`src/packet_traffic_statistics_defines.svh`:
```
// Assertion macros used by the traffic statistics monitor.
`ifndef PACKET_TRAFFIC_STATISTICS_DEFINES_SVH
`define PACKET_TRAFFIC_STATISTICS_DEFINES_SVH

// Checked only while reset is released.
`define PTS_ASSERT(name, prop, msg) \
    name: assert property (@(posedge i_clk) disable iff (!i_rst_n) (prop)) else $error(msg);

// Checked at every edge, reset included.
`define PTS_ASSERT_ALWAYS(name, prop, msg) \
    name: assert property (@(posedge i_clk) (prop)) else $error(msg);

`endif

```
`src/pts_pkg.sv`:
```
`default_nettype none

package pts_pkg;

    localparam logic OP_PACKET  = 1'b0;
    localparam logic OP_READOUT = 1'b1;

    localparam logic [7:0] MIN_CAPTURE_RESET = 8'd34;

    localparam int SIZE_BINS  = 6;
    localparam int GAP_BINS   = 8;
    localparam int BIN_ADDR_W = 3;
    localparam int STAT_IDX_W = 5;

    localparam logic [STAT_IDX_W-1:0] STAT_PACKETS   = 5'd0;
    localparam logic [STAT_IDX_W-1:0] STAT_BYTES     = 5'd1;
    localparam logic [STAT_IDX_W-1:0] STAT_FIRST     = 5'd2;
    localparam logic [STAT_IDX_W-1:0] STAT_LAST_TIME = 5'd3;
    localparam logic [STAT_IDX_W-1:0] STAT_MIN_SIZE  = 5'd4;
    localparam logic [STAT_IDX_W-1:0] STAT_MAX_SIZE  = 5'd5;
    localparam logic [STAT_IDX_W-1:0] STAT_GAP_SUM   = 5'd6;
    localparam logic [STAT_IDX_W-1:0] STAT_GAP_COUNT = 5'd7;
    localparam logic [STAT_IDX_W-1:0] STAT_GAP_MIN   = 5'd8;
    localparam logic [STAT_IDX_W-1:0] STAT_GAP_MAX   = 5'd9;
    localparam logic [STAT_IDX_W-1:0] STAT_SIZE_BIN0 = 5'd10;
    localparam logic [STAT_IDX_W-1:0] STAT_GAP_BIN0  = 5'd16;
    localparam logic [STAT_IDX_W-1:0] STAT_FINAL     = 5'd23;

    localparam logic signed [63:0] GAP_SUM_MAX = 64'sh7FFF_FFFF_FFFF_FFFF;
    localparam logic signed [63:0] GAP_SUM_MIN = 64'sh8000_0000_0000_0000;

    localparam logic [15:0] SIZE_EDGE [SIZE_BINS-1] = '{
        16'd100, 16'd300, 16'd600, 16'd900, 16'd1200
    };

    localparam logic signed [63:0] GAP_EDGE [GAP_BINS-1] = '{
        64'sd100, 64'sd500, 64'sd1000, 64'sd2000, 64'sd5000, 64'sd10000, 64'sd20000
    };

    typedef struct packed {
        logic                  inc_valid;
        logic [BIN_ADDR_W-1:0] inc_addr;
        logic                  ro_sel;
        logic [BIN_ADDR_W-1:0] ro_addr;
    } t_bin_cmd;

    function automatic logic [BIN_ADDR_W-1:0] size_bin(input logic [15:0] len);
        logic [BIN_ADDR_W-1:0] bin;
        bin = '0;
        for (int k = 0; k < SIZE_BINS - 1; k++) begin
            if (len >= SIZE_EDGE[k]) begin
                bin = BIN_ADDR_W'(k + 1);
            end
        end
        return bin;
    endfunction

    function automatic logic [BIN_ADDR_W-1:0] gap_bin(input logic signed [63:0] gap);
        logic [BIN_ADDR_W-1:0] bin;
        bin = '0;
        for (int k = 0; k < GAP_BINS - 1; k++) begin
            if (gap >= GAP_EDGE[k]) begin
                bin = BIN_ADDR_W'(k + 1);
            end
        end
        return bin;
    endfunction

endpackage

`default_nettype wire

```
`src/pts_if.sv`:
```
`default_nettype none

interface pts_in_if;
    logic        valid;
    logic        ready;
    logic        operation;
    logic [62:0] timestamp_us;
    logic [15:0] wire_length;
    logic [15:0] captured_length;

    modport source (
        output valid, operation, timestamp_us, wire_length, captured_length,
        input  ready
    );
    modport sink (
        input  valid, operation, timestamp_us, wire_length, captured_length,
        output ready
    );
endinterface

interface pts_out_if;
    logic               valid;
    logic               ready;
    logic [4:0]         stat_index;
    logic signed [63:0] stat_value;
    logic               last_item;

    modport source (
        output valid, stat_index, stat_value, last_item,
        input  ready
    );
    modport sink (
        input  valid, stat_index, stat_value, last_item,
        output ready
    );
endinterface

`default_nettype wire

```
`src/pts_bin_mem.sv`:
```
`default_nettype none

module pts_bin_mem #(
    parameter int DEPTH = 8,
    parameter int WIDTH = 48
) (
    input  wire logic                     i_clk,
    input  wire logic                     i_rst_n,
    input  wire logic                     i_we,
    input  wire logic [$clog2(DEPTH)-1:0] i_waddr,
    input  wire logic [WIDTH-1:0]         i_wdata,
    input  wire logic [$clog2(DEPTH)-1:0] i_raddr,
    output logic      [WIDTH-1:0]         o_rdata
);

    logic [WIDTH-1:0] r_mem [DEPTH];
    logic [DEPTH-1:0] r_written;
    logic [WIDTH-1:0] r_rdata;
    logic             r_rd_written;

    always_ff @(posedge i_clk) begin
        if (i_we) begin
            r_mem[i_waddr] <= i_wdata;
        end
        r_rdata <= r_mem[i_raddr];
    end

    // Entries never written since reset read as zero.
    always_ff @(posedge i_clk) begin
        if (!i_rst_n) begin
            r_written    <= '0;
            r_rd_written <= 1'b0;
        end else begin
            if (i_we) begin
                r_written[i_waddr] <= 1'b1;
            end
            r_rd_written <= r_written[i_raddr];
        end
    end

    assign o_rdata = r_rd_written ? r_rdata : '0;

endmodule

`default_nettype wire

```
`src/pts_bin_bank.sv`:
```
`default_nettype none

module pts_bin_bank #(
    parameter int DEPTH       = 8,
    parameter int COUNT_WIDTH = 48
) (
    input  wire logic                   i_clk,
    input  wire logic                   i_rst_n,
    input  wire pts_pkg::t_bin_cmd      i_cmd,
    output logic      [COUNT_WIDTH-1:0] o_ro_count
);

    localparam int                     AW        = $clog2(DEPTH);
    localparam logic [COUNT_WIDTH-1:0] COUNT_MAX = '1;

    logic [AW-1:0]          rd_addr;
    logic [COUNT_WIDTH-1:0] rd_data;
    logic [COUNT_WIDTH-1:0] cur_count;
    logic [COUNT_WIDTH-1:0] n_count;

    logic                   r_s2_valid;
    logic [AW-1:0]          r_s2_addr;
    logic                   r_fwd;
    logic [COUNT_WIDTH-1:0] r_fwd_val;

    assign rd_addr = i_cmd.ro_sel ? i_cmd.ro_addr[AW-1:0] : i_cmd.inc_addr[AW-1:0];

    pts_bin_mem #(
        .DEPTH (DEPTH),
        .WIDTH (COUNT_WIDTH)
    ) u_mem (
        .i_clk   (i_clk),
        .i_rst_n (i_rst_n),
        .i_we    (r_s2_valid),
        .i_waddr (r_s2_addr),
        .i_wdata (n_count),
        .i_raddr (rd_addr),
        .o_rdata (rd_data)
    );

    // A back-to-back increment of the same bin reads stale data, so the
    // value being written is forwarded instead.
    assign cur_count = r_fwd ? r_fwd_val : rd_data;
    assign n_count   = (cur_count == COUNT_MAX) ? cur_count
                                                : cur_count + COUNT_WIDTH'(1);

    always_ff @(posedge i_clk) begin
        if (!i_rst_n) begin
            r_s2_valid <= 1'b0;
            r_fwd      <= 1'b0;
        end else begin
            r_s2_valid <= i_cmd.inc_valid;
            r_fwd      <= r_s2_valid && i_cmd.inc_valid
                          && (r_s2_addr == i_cmd.inc_addr[AW-1:0]);
        end
    end

    always_ff @(posedge i_clk) begin
        r_s2_addr <= i_cmd.inc_addr[AW-1:0];
        r_fwd_val <= n_count;
    end

    assign o_ro_count = rd_data;

endmodule

`default_nettype wire

```
`src/packet_traffic_statistics.sv`:
```
// Packet traffic statistics monitor.
// Input channel i_pkt carries one transaction per packet record or read-out
// request; each o_stat transaction carries one statistic of a read-out.
// The capture length threshold is written through i_cfg_we/i_cfg_wdata.
// A packet record, accepted every cycle outside a read-out, gives no output
// and passes a three-stage pipeline: gap calculation, scalar update with
// histogram bin read, and histogram write-back. The bins live in two small
// memories with registered reads, updated read-modify-write with forwarding.
// A read-out request holds i_pkt.ready low while the 24 statistics are
// fetched one per cycle while o_stat is not stalled; each passes the fetch
// register, then the output register, and the last has last_item set.
// When o_stat stalls, the fetch holds and the input stays blocked until the
// last statistic has reached the output register.
// Synchronous reset clears every statistic and loads the capture threshold
// with 34; histogram entries read as zero until first incremented.
`default_nettype none

`include "packet_traffic_statistics_defines.svh"

module packet_traffic_statistics #(
    parameter int COUNT_WIDTH = 48
) (
    input  wire logic       i_clk,
    input  wire logic       i_rst_n,
    input  wire logic       i_cfg_we,
    input  wire logic [7:0] i_cfg_wdata,
    pts_in_if.sink          i_pkt,
    pts_out_if.source       o_stat
);

    localparam logic [COUNT_WIDTH-1:0] COUNT_MAX = '1;
    localparam int                     IW        = pts_pkg::STAT_IDX_W;
    localparam int                     BW        = pts_pkg::BIN_ADDR_W;

    logic [7:0] r_min_cap;

    logic in_acc;
    logic pkt_take;
    logic ro_start;

    // Stage one.
    logic                      r_p_valid;
    logic [62:0]               r_p_ts;
    logic [15:0]               r_p_wire;
    logic signed [63:0]        r_p_gap;
    logic                      r_p_has_gap;
    logic [62:0]               r_prev;

    // Statistics.
    logic                      r_seen;
    logic [62:0]               r_first_time;
    logic [62:0]               r_last_time;
    logic [COUNT_WIDTH-1:0]    r_pkt_cnt;
    logic [COUNT_WIDTH-1:0]    r_byte_cnt;
    logic [15:0]               r_min_size;
    logic [15:0]               r_max_size;
    logic signed [63:0]        r_gap_total;
    logic [COUNT_WIDTH-1:0]    r_gap_tally;
    logic signed [63:0]        r_min_gap;
    logic signed [63:0]        r_max_gap;

    logic [COUNT_WIDTH:0]      byte_sum;
    logic [COUNT_WIDTH-1:0]    n_byte_cnt;
    logic [COUNT_WIDTH-1:0]    n_pkt_cnt;
    logic [COUNT_WIDTH-1:0]    n_gap_tally;
    logic signed [63:0]        gap_sum;
    logic                      gap_ovf;
    logic signed [63:0]        n_gap_total;
    logic [15:0]               n_min_size;

    pts_pkg::t_bin_cmd         size_cmd;
    pts_pkg::t_bin_cmd         gap_cmd;
    logic [COUNT_WIDTH-1:0]    size_count;
    logic [COUNT_WIDTH-1:0]    gap_count;

    // Read-out fetch and output register.
    logic                      r_f_valid;
    logic [IW-1:0]             r_f_idx;
    logic                      out_free;
    logic                      ro_load;
    logic [IW-1:0]             ro_target;
    logic signed [63:0]        stat_val;

    logic                      r_o_valid;
    logic [IW-1:0]             r_o_idx;
    logic signed [63:0]        r_o_value;
    logic                      r_o_last;

    always_ff @(posedge i_clk) begin
        if (!i_rst_n) begin
            r_min_cap <= pts_pkg::MIN_CAPTURE_RESET;
        end else if (i_cfg_we) begin
            r_min_cap <= i_cfg_wdata;
        end
    end

    assign i_pkt.ready = !r_f_valid;
    assign in_acc      = i_pkt.valid && i_pkt.ready;
    assign pkt_take    = in_acc && (i_pkt.operation == pts_pkg::OP_PACKET)
                         && (i_pkt.captured_length >= 16'(r_min_cap));
    assign ro_start    = in_acc && (i_pkt.operation == pts_pkg::OP_READOUT);

    always_ff @(posedge i_clk) begin
        if (!i_rst_n) begin
            r_p_valid <= 1'b0;
            r_prev    <= '0;
        end else begin
            r_p_valid <= pkt_take;
            if (pkt_take) begin
                r_prev <= i_pkt.timestamp_us;
            end
        end
    end

    always_ff @(posedge i_clk) begin
        if (pkt_take) begin
            r_p_ts      <= i_pkt.timestamp_us;
            r_p_wire    <= i_pkt.wire_length;
            r_p_gap     <= $signed({1'b0, i_pkt.timestamp_us}) - $signed({1'b0, r_prev});
            r_p_has_gap <= (r_prev != '0);
        end
    end

    assign byte_sum    = {1'b0, r_byte_cnt} + (COUNT_WIDTH + 1)'(r_p_wire);
    assign n_byte_cnt  = byte_sum[COUNT_WIDTH] ? COUNT_MAX : byte_sum[COUNT_WIDTH-1:0];
    assign n_pkt_cnt   = (r_pkt_cnt == COUNT_MAX) ? r_pkt_cnt : r_pkt_cnt + COUNT_WIDTH'(1);
    assign n_gap_tally = (r_gap_tally == COUNT_MAX) ? r_gap_tally
                                                    : r_gap_tally + COUNT_WIDTH'(1);
    assign gap_sum     = r_gap_total + r_p_gap;
    assign gap_ovf     = (r_gap_total[63] == r_p_gap[63]) && (gap_sum[63] != r_gap_total[63]);
    assign n_gap_total = gap_ovf ? (r_p_gap[63] ? pts_pkg::GAP_SUM_MIN : pts_pkg::GAP_SUM_MAX)
                                 : gap_sum;
    assign n_min_size  = (!r_seen || (r_p_wire < r_min_size)) ? r_p_wire : r_min_size;

    always_ff @(posedge i_clk) begin
        if (!i_rst_n) begin
            r_seen       <= 1'b0;
            r_first_time <= '0;
            r_last_time  <= '0;
            r_pkt_cnt    <= '0;
            r_byte_cnt   <= '0;
            r_min_size   <= '0;
            r_max_size   <= '0;
            r_gap_total  <= '0;
            r_gap_tally  <= '0;
            r_min_gap    <= '0;
            r_max_gap    <= '0;
        end else if (r_p_valid) begin
            r_seen      <= 1'b1;
            r_last_time <= r_p_ts;
            r_pkt_cnt   <= n_pkt_cnt;
            r_byte_cnt  <= n_byte_cnt;
            r_min_size  <= n_min_size;
            if (r_p_wire > r_max_size) begin
                r_max_size <= r_p_wire;
            end
            if (!r_seen) begin
                r_first_time <= r_p_ts;
                r_min_gap    <= pts_pkg::GAP_SUM_MAX;
                r_max_gap    <= '0;
            end else if (r_p_has_gap) begin
                r_gap_total <= n_gap_total;
                r_gap_tally <= n_gap_tally;
                if (r_p_gap < r_min_gap) begin
                    r_min_gap <= r_p_gap;
                end
                if (r_p_gap > r_max_gap) begin
                    r_max_gap <= r_p_gap;
                end
            end
        end
    end

    assign out_free  = !r_o_valid || o_stat.ready;
    assign ro_load   = r_f_valid && out_free;
    assign ro_target = ro_load ? r_f_idx + IW'(1) : r_f_idx;

    always_comb begin
        size_cmd.inc_valid = r_p_valid;
        size_cmd.inc_addr  = pts_pkg::size_bin(r_p_wire);
        size_cmd.ro_sel    = r_f_valid;
        size_cmd.ro_addr   = '0;
        if ((ro_target >= pts_pkg::STAT_SIZE_BIN0) && (ro_target < pts_pkg::STAT_GAP_BIN0)) begin
            size_cmd.ro_addr = BW'(ro_target - pts_pkg::STAT_SIZE_BIN0);
        end

        gap_cmd.inc_valid = r_p_valid && r_p_has_gap;
        gap_cmd.inc_addr  = pts_pkg::gap_bin(r_p_gap);
        gap_cmd.ro_sel    = r_f_valid;
        gap_cmd.ro_addr   = '0;
        if (ro_target >= pts_pkg::STAT_GAP_BIN0) begin
            gap_cmd.ro_addr = BW'(ro_target - pts_pkg::STAT_GAP_BIN0);
        end
    end

    pts_bin_bank #(
        .DEPTH       (pts_pkg::SIZE_BINS),
        .COUNT_WIDTH (COUNT_WIDTH)
    ) u_size_bins (
        .i_clk      (i_clk),
        .i_rst_n    (i_rst_n),
        .i_cmd      (size_cmd),
        .o_ro_count (size_count)
    );

    pts_bin_bank #(
        .DEPTH       (pts_pkg::GAP_BINS),
        .COUNT_WIDTH (COUNT_WIDTH)
    ) u_gap_bins (
        .i_clk      (i_clk),
        .i_rst_n    (i_rst_n),
        .i_cmd      (gap_cmd),
        .o_ro_count (gap_count)
    );

    always_comb begin
        case (r_f_idx)
            pts_pkg::STAT_PACKETS:   stat_val = 64'(r_pkt_cnt);
            pts_pkg::STAT_BYTES:     stat_val = 64'(r_byte_cnt);
            pts_pkg::STAT_FIRST:     stat_val = 64'(r_first_time);
            pts_pkg::STAT_LAST_TIME: stat_val = 64'(r_last_time);
            pts_pkg::STAT_MIN_SIZE:  stat_val = 64'(r_min_size);
            pts_pkg::STAT_MAX_SIZE:  stat_val = 64'(r_max_size);
            pts_pkg::STAT_GAP_SUM:   stat_val = r_gap_total;
            pts_pkg::STAT_GAP_COUNT: stat_val = 64'(r_gap_tally);
            pts_pkg::STAT_GAP_MIN:   stat_val = r_min_gap;
            pts_pkg::STAT_GAP_MAX:   stat_val = r_max_gap;
            default: begin
                if (r_f_idx < pts_pkg::STAT_GAP_BIN0) begin
                    stat_val = 64'(size_count);
                end else begin
                    stat_val = 64'(gap_count);
                end
            end
        endcase
    end

    always_ff @(posedge i_clk) begin
        if (!i_rst_n) begin
            r_f_valid <= 1'b0;
            r_f_idx   <= '0;
            r_o_valid <= 1'b0;
        end else begin
            if (ro_start) begin
                r_f_valid <= 1'b1;
                r_f_idx   <= pts_pkg::STAT_PACKETS;
            end else if (ro_load) begin
                if (r_f_idx == pts_pkg::STAT_FINAL) begin
                    r_f_valid <= 1'b0;
                end
                r_f_idx <= r_f_idx + IW'(1);
            end
            if (ro_load) begin
                r_o_valid <= 1'b1;
            end else if (o_stat.ready) begin
                r_o_valid <= 1'b0;
            end
        end
    end

    always_ff @(posedge i_clk) begin
        if (ro_load) begin
            r_o_idx   <= r_f_idx;
            r_o_value <= stat_val;
            r_o_last  <= (r_f_idx == pts_pkg::STAT_FINAL);
        end
    end

    assign o_stat.valid      = r_o_valid;
    assign o_stat.stat_index = r_o_idx;
    assign o_stat.stat_value = r_o_value;
    assign o_stat.last_item  = r_o_last;

    `PTS_ASSERT(a_ro_starts_at_zero, ro_start |=> (r_f_valid && (r_f_idx == pts_pkg::STAT_PACKETS)), "read-out did not start at the first statistic")
    `PTS_ASSERT(a_ro_steps_by_one, (ro_load && (r_f_idx != pts_pkg::STAT_FINAL)) |=> (r_f_idx == $past(r_f_idx) + IW'(1)), "read-out index skipped a statistic")
    `PTS_ASSERT(a_ro_no_pkt_in_flight, r_f_valid |-> (!r_p_valid && !pkt_take), "packet update overlaps a read-out")
    `PTS_ASSERT(a_last_on_final, (o_stat.valid && o_stat.last_item) |-> (o_stat.stat_index == pts_pkg::STAT_FINAL), "last_item on a statistic other than the final one")
    `PTS_ASSERT_ALWAYS(a_reset_clears_out, !i_rst_n |=> !o_stat.valid, "output valid after reset")

endmodule

`default_nettype wire
```
`src/flat_wrapper.sv`:
```
// flat-port wrapper written by rule: the top's interface ports become plain ports
module packet_traffic_statistics_flat 
#(
    parameter int COUNT_WIDTH = 48
)
  (i_clk, i_rst_n, i_cfg_we, i_cfg_wdata, i_pkt_valid, i_pkt_operation, i_pkt_timestamp_us, i_pkt_wire_length, i_pkt_captured_length, i_pkt_ready, o_stat_valid, o_stat_stat_index, o_stat_stat_value, o_stat_last_item, o_stat_ready);
  pts_in_if i_pkt_i ();
  pts_out_if o_stat_i ();
  input  wire logic i_clk;
  input  wire logic i_rst_n;
  input  wire logic i_cfg_we;
  input  wire logic [7:0] i_cfg_wdata;
  input wire logic [$bits(i_pkt_i.valid)-1:0] i_pkt_valid;
  input wire logic [$bits(i_pkt_i.operation)-1:0] i_pkt_operation;
  input wire logic [$bits(i_pkt_i.timestamp_us)-1:0] i_pkt_timestamp_us;
  input wire logic [$bits(i_pkt_i.wire_length)-1:0] i_pkt_wire_length;
  input wire logic [$bits(i_pkt_i.captured_length)-1:0] i_pkt_captured_length;
  output wire logic [$bits(i_pkt_i.ready)-1:0] i_pkt_ready;
  output wire logic [$bits(o_stat_i.valid)-1:0] o_stat_valid;
  output wire logic [$bits(o_stat_i.stat_index)-1:0] o_stat_stat_index;
  output wire logic [$bits(o_stat_i.stat_value)-1:0] o_stat_stat_value;
  output wire logic [$bits(o_stat_i.last_item)-1:0] o_stat_last_item;
  input wire logic [$bits(o_stat_i.ready)-1:0] o_stat_ready;
  assign i_pkt_i.valid = i_pkt_valid;
  assign i_pkt_i.operation = i_pkt_operation;
  assign i_pkt_i.timestamp_us = i_pkt_timestamp_us;
  assign i_pkt_i.wire_length = i_pkt_wire_length;
  assign i_pkt_i.captured_length = i_pkt_captured_length;
  assign i_pkt_ready = i_pkt_i.ready;
  assign o_stat_valid = o_stat_i.valid;
  assign o_stat_stat_index = o_stat_i.stat_index;
  assign o_stat_stat_value = o_stat_i.stat_value;
  assign o_stat_last_item = o_stat_i.last_item;
  assign o_stat_i.ready = o_stat_ready;
  packet_traffic_statistics #(.COUNT_WIDTH(COUNT_WIDTH)) u_core (.i_clk(i_clk), .i_rst_n(i_rst_n), .i_cfg_we(i_cfg_we), .i_cfg_wdata(i_cfg_wdata), .i_pkt(i_pkt_i), .o_stat(o_stat_i));
endmodule
```
`config.mk`:
```
export PLATFORM = sky130hd
export DESIGN_NAME = packet_traffic_statistics_flat
export DESIGN_NICKNAME = d
export VERILOG_FILES = /design/src/pts_pkg.sv /design/src/pts_if.sv /design/src/pts_bin_mem.sv /design/src/pts_bin_bank.sv /design/src/packet_traffic_statistics.sv /design/src/flat_wrapper.sv
export VERILOG_INCLUDE_DIRS = /design/src /design/src/src
export SDC_FILE = /design/constraint.sdc
export NUM_CORES = 2
export LEC_CHECK = 0
export BUFFER_PORTS_ARGS = -buffer_cell sky130_fd_sc_hd__buf_4
export CORE_MARGIN = 10
export CORE_UTILIZATION = 40
export CTS_BUF_LIST = sky130_fd_sc_hd__clkbuf_2 sky130_fd_sc_hd__clkbuf_4 sky130_fd_sc_hd__clkbuf_8
export DETAILED_ROUTE_END_ITERATION = 8
export GPL_TIMING_DRIVEN = 0
export PLACE_DENSITY = 0.54
export SYNTH_ARGS = -nofsm -noshare
export SYNTH_HDL_FRONTEND = slang
export SYNTH_SLANG_ARGS = --single-unit
```
`constraint.sdc`:
```
create_clock -name i_clk -period 5.6 [get_ports i_clk]
set_clock_uncertainty 0.2 [all_clocks]
set_input_delay 0.84 -clock i_clk [delete_from_list [all_inputs] [get_ports i_clk]]
set_output_delay 0.84 -clock i_clk [all_outputs]
set_load 0.02 [all_outputs]
```
==> results.py <==
metrics = {
    "outcome": {
        "status": "finished with violations",
        "violations": "capacitance limit, slew limit",
    },
    "yosys": {
        "yosysTopAreaCellShare": 0.342,
        "synth_area_leaders": "edfxtp_1 (34%), dfxtp_1 (20%), mux2i_1 (5.2%), ha_1 (5.1%), a21oi_1 (3.1%)",
        "synth_seq_cells": 1678,
        "synth_enable_flop_cells": 886,
        "synthArstFlopShare": 0,
        "postSynthAreaPerCell_um2": 10.9,
        "synth_cell_types": 86,
        "syn-instance-count": 7130,
        "synth_ff_type": "edfxtp_1",
        "syn-cell-area_um2": 77700,
        "syn_nets": 7561,
        "synth_top_cell_by_area": "edfxtp_1",
        "yosys_warnings": 0,
        "ys_seq_area_frac": 0.546,
    },
    "clocking": {
        "clk_latency_ps": 1060,
        "cts_sinks": 1678,
        "clock_path_buffers": 4,
        "cts_inserted_buffers": 310,
        "cts_tree": "done",
        "htreeDepth": 5,
        "cts.reportedPaths.clkPinSlew_ps": 70,
        "clockRootBuffer": "clkbuf_8",
    },
    "cells_and_area": {
        "finalInstanceArea_um2": 90700,
        "synthToLayoutAreaGrowth_pct": 16.7,
        "seq_area_um2": 42500,
        "multi_input_area_um2": 32900,
        "nFillCells": 17904,
        "utilization": 0.470,
        "layout.nets": 8201,
        "drive_gt1_frac": 0.133,
    },
    "pwr": {
        "p_leak_nw": 33.4,
        "power_density_nw_per_um2": 309,
        "fin_total_pwr_mw": 28.0,
        "ir_drop_mv": 0.186,
    },
    "timing": {
        "hold_viol_final": 0,
        "maxSlewViolCount": 15,
        "slew_headroom": -0.0204,
        "max_clock_freq_ghz": 0.179,
        "tightest_slew_ps": 1530,
        "period_needed_ps": 5600,
        "setup_violations": 0,
        "fin_crit_sh": 1.00,
    },
    "worst_setup_path": {
        "rrSetupSlack_ps": 0.08,
        "cp_slowest_cell": "a31oi_1",
        "reg2reg_depth": 11,
        "required_ps": 6390,
        "startpoint_type": "flop",
        "r2r_end": "u_core.r_gap_tally[45]",
        "crit_type": "flop to flop",
        "path_common_cell": "nand2_1",
        "crit_start": "u_core.r_seen",
        "end_kind": "flop",
        "critPathCapture": "u_core.r_gap_tally[45]",
        "slowest_delay_ps": 1060,
        "worstPathMaxFanout": 10,
        "critical_path_buf_inv_count": 2,
        "crit_cells": 11,
        "cp_data_arrival_time_ps": 6390,
        "path_cells": "clkbuf_1 -> nand3_1 -> a31oi_1 -> and3_1 -> and2_1 -> clkbuf_1 -> nand2_1 -> nor3_2 -> nand2_1 -> or4_1 -> nand2_1",
        "r2r-start": "u_core.r_seen",
        "crit_family": "simple AND/OR/NAND/NOR gates",
    },
    "floorplanning": {
        "die_w_um": 461,
        "start_util": 0.403,
        "die_area_um2": 212000,
        "fp.dieH_um": 461,
        "core_area_um2": 193000,
        "ios": 181,
        "row_count": 161,
    },
    "grt": {
        "grt_overflow": 0,
        "grt_pass1_vias": 58681,
        "grt_first_pass_wirelength_um": 404000,
        "grtUsageTotal": 0.258,
        "grt_max_degree": 47,
        "antenna_found_initial": 24,
    },
    "routing": {
        "wl_um": 284000,
        "vias": 60479,
        "wl_per_cell_um": 26.9,
        "initialDrtViolationCount": 6000,
        "post-route-drc-count": 0,
        "first_pass_iters": 9,
        "post_drt_via_cell_ratio": 5.74,
        "route.antenna.remaining_nets": 0,
    },
    "min_path": {
        "holdPathStages": 3,
        "hp-class": "primary input to flop",
    },
    "placed_design": {
        "place_congestion": 0.975,
        "placed_area_um2": 83100,
        "port_buffers": 179,
        "dp_hpwl_um": 215000,
    },
    "job": {
        "cap_violations": 2,
    },
}
==> stage by stage <==
step / hold WS, ps / instances / TNS, ps / worst slack [ps]
2_1_floorplan: 206 / 7130 / 0 / 129
3_3_place_gp: 241 / 9835 / -1507690 / -2880
3_5_place_dp: 248 / 9886 / -558180 / -1840
4_1_cts: 71.0 / 10527 / 0 / 0.929
5_1_grt: 141 / 10528 / -34.7 / -17.6
6_report: 162 / 10531 / 0 / 0.0786
==> state kept, by name, indices dropped and copies added, names as in the netlist, 63 cells and up <==
name	cells
u_core.r_last_time	63
u_core.u_size_bins.u_mem.r_mem	288
u_core.r_min_gap	64
u_core.r_max_gap	64
u_core.r_p_ts	63
u_core.r_gap_total	64
u_core.u_gap_bins.u_mem.r_mem	384
u_core.r_first_time	63
u_core.r_p_gap	64
u_core.r_prev	63
u_core.o_stat.stat_value	64
==> routing by layer <==
metal  wire [um]  vias to the layer above  track usage  part of all wire
met1      121000                    29656        0.344              0.43
met5         128                        -            0           0.00045
met2      128000                     2491        0.408              0.45
met3       21000                      565       0.0480             0.074
li1            -                    27751            -                 -
met4       13400                       16        0.113             0.047
==> worst min-delay path: stages <==
cell      delay, ps
clkbuf_1        260
nand2_1         130
o211ai_1         70
==> power by group <==
group          total (mW)  internal [mW]  switching (mW)
logic                2.32          0.888            1.43
clock network        12.0           6.75            5.27
registers            13.7           13.2           0.445
==> repair_timing <==
item	in CTS	in global routing
endpoints found under the setup margin	681	385
resized for setup	50	33
endpoints found under the hold margin	152	0
hold buffers	90	0
pin swaps	5	0
setup buffers	16	4
==> worst min-delay path by stage <==
stage	startpoint	end	slack (ps)
after detailed placement	u_core.r_first_time[36]	u_core.r_first_time[36]	250
after global routing	i_pkt_operation	u_core.r_f_idx[3]	140
after floorplan	u_core.r_f_idx[2]	u_core.o_stat.stat_index[2]	210
after global placement	u_core.r_first_time[16]	u_core.r_first_time[16]	240
after CTS	i_pkt_operation	u_core.r_f_idx[0]	70
final	i_cfg_we	u_core.r_min_cap[1]	160
==> cell type report <==
| cell class | count | share of cell area |
|---|---|---|
| inverter | 303 | 0.0126 |
| buffer | 384 | 0.0181 |
| antenna | 5 | 0.000138 |
| tap | 2526 | 0.0348 |
| timing repair buffer | 340 | 0.0352 |
| clock inverter | 92 | 0.00702 |
| multi-input combinational | 4753 | 0.362 |
| clock buffer | 450 | 0.0616 |
| sequential | 1678 | 0.468 |
==> placed cells by master (no fill, tap or decap), types with 114 or more instances in the layout <==
| master | instances |
|---|---|
| edfxtp_1 | 886 |
| nor2_1 | 511 |
| clkbuf_1 | 306 |
| clkbuf_8 | 353 |
| a21oi_1 | 471 |
| nand2_1 | 614 |
| o21ai_0 | 264 |
| xnor2_1 | 157 |
| nand3_1 | 208 |
| dfxtp_1 | 790 |
| ha_1 | 314 |
| inv_1 | 301 |
| a222oi_1 | 114 |
| a22oi_1 | 122 |
| nand4_1 | 128 |
| a21o_1 | 141 |
| buf_4 | 213 |
| xor2_1 | 155 |
| mux2i_1 | 401 |
==> cell families (layout without fill, tap and decap cells) <==
logic type / after synthesis / count (layout) / synth area share
adders and majority gates: 322 / 322 / 0.0522
buffers and inverters: 699 / 1569 / 0.0356
and+or+nand+nor: 1959 / 1959 / 0.119
muxes: 504 / 504 / 0.0666
DFF: 1678 / 1678 / 0.546
other: 0 / 5 / 0
AOI/OAI and AO/OA: 1644 / 1644 / 0.144
xor gates and xnor gates: 324 / 324 / 0.0365
==> Yosys cell counts (166+ instances only) <==
| library cell | n |
|---|---|
| clkbuf_1 | 336 |
| nor2_1 | 521 |
| dfxtp_1 | 792 |
| nand3_1 | 209 |
| edfxtp_1 | 886 |
| a21oi_1 | 478 |
| o21ai_0 | 266 |
| nand2_1 | 615 |
| ha_1 | 318 |
| xnor2_1 | 166 |
| mux2i_1 | 401 |
| inv_1 | 302 |
No activity file was read; power rests on OpenSTA's default activity.
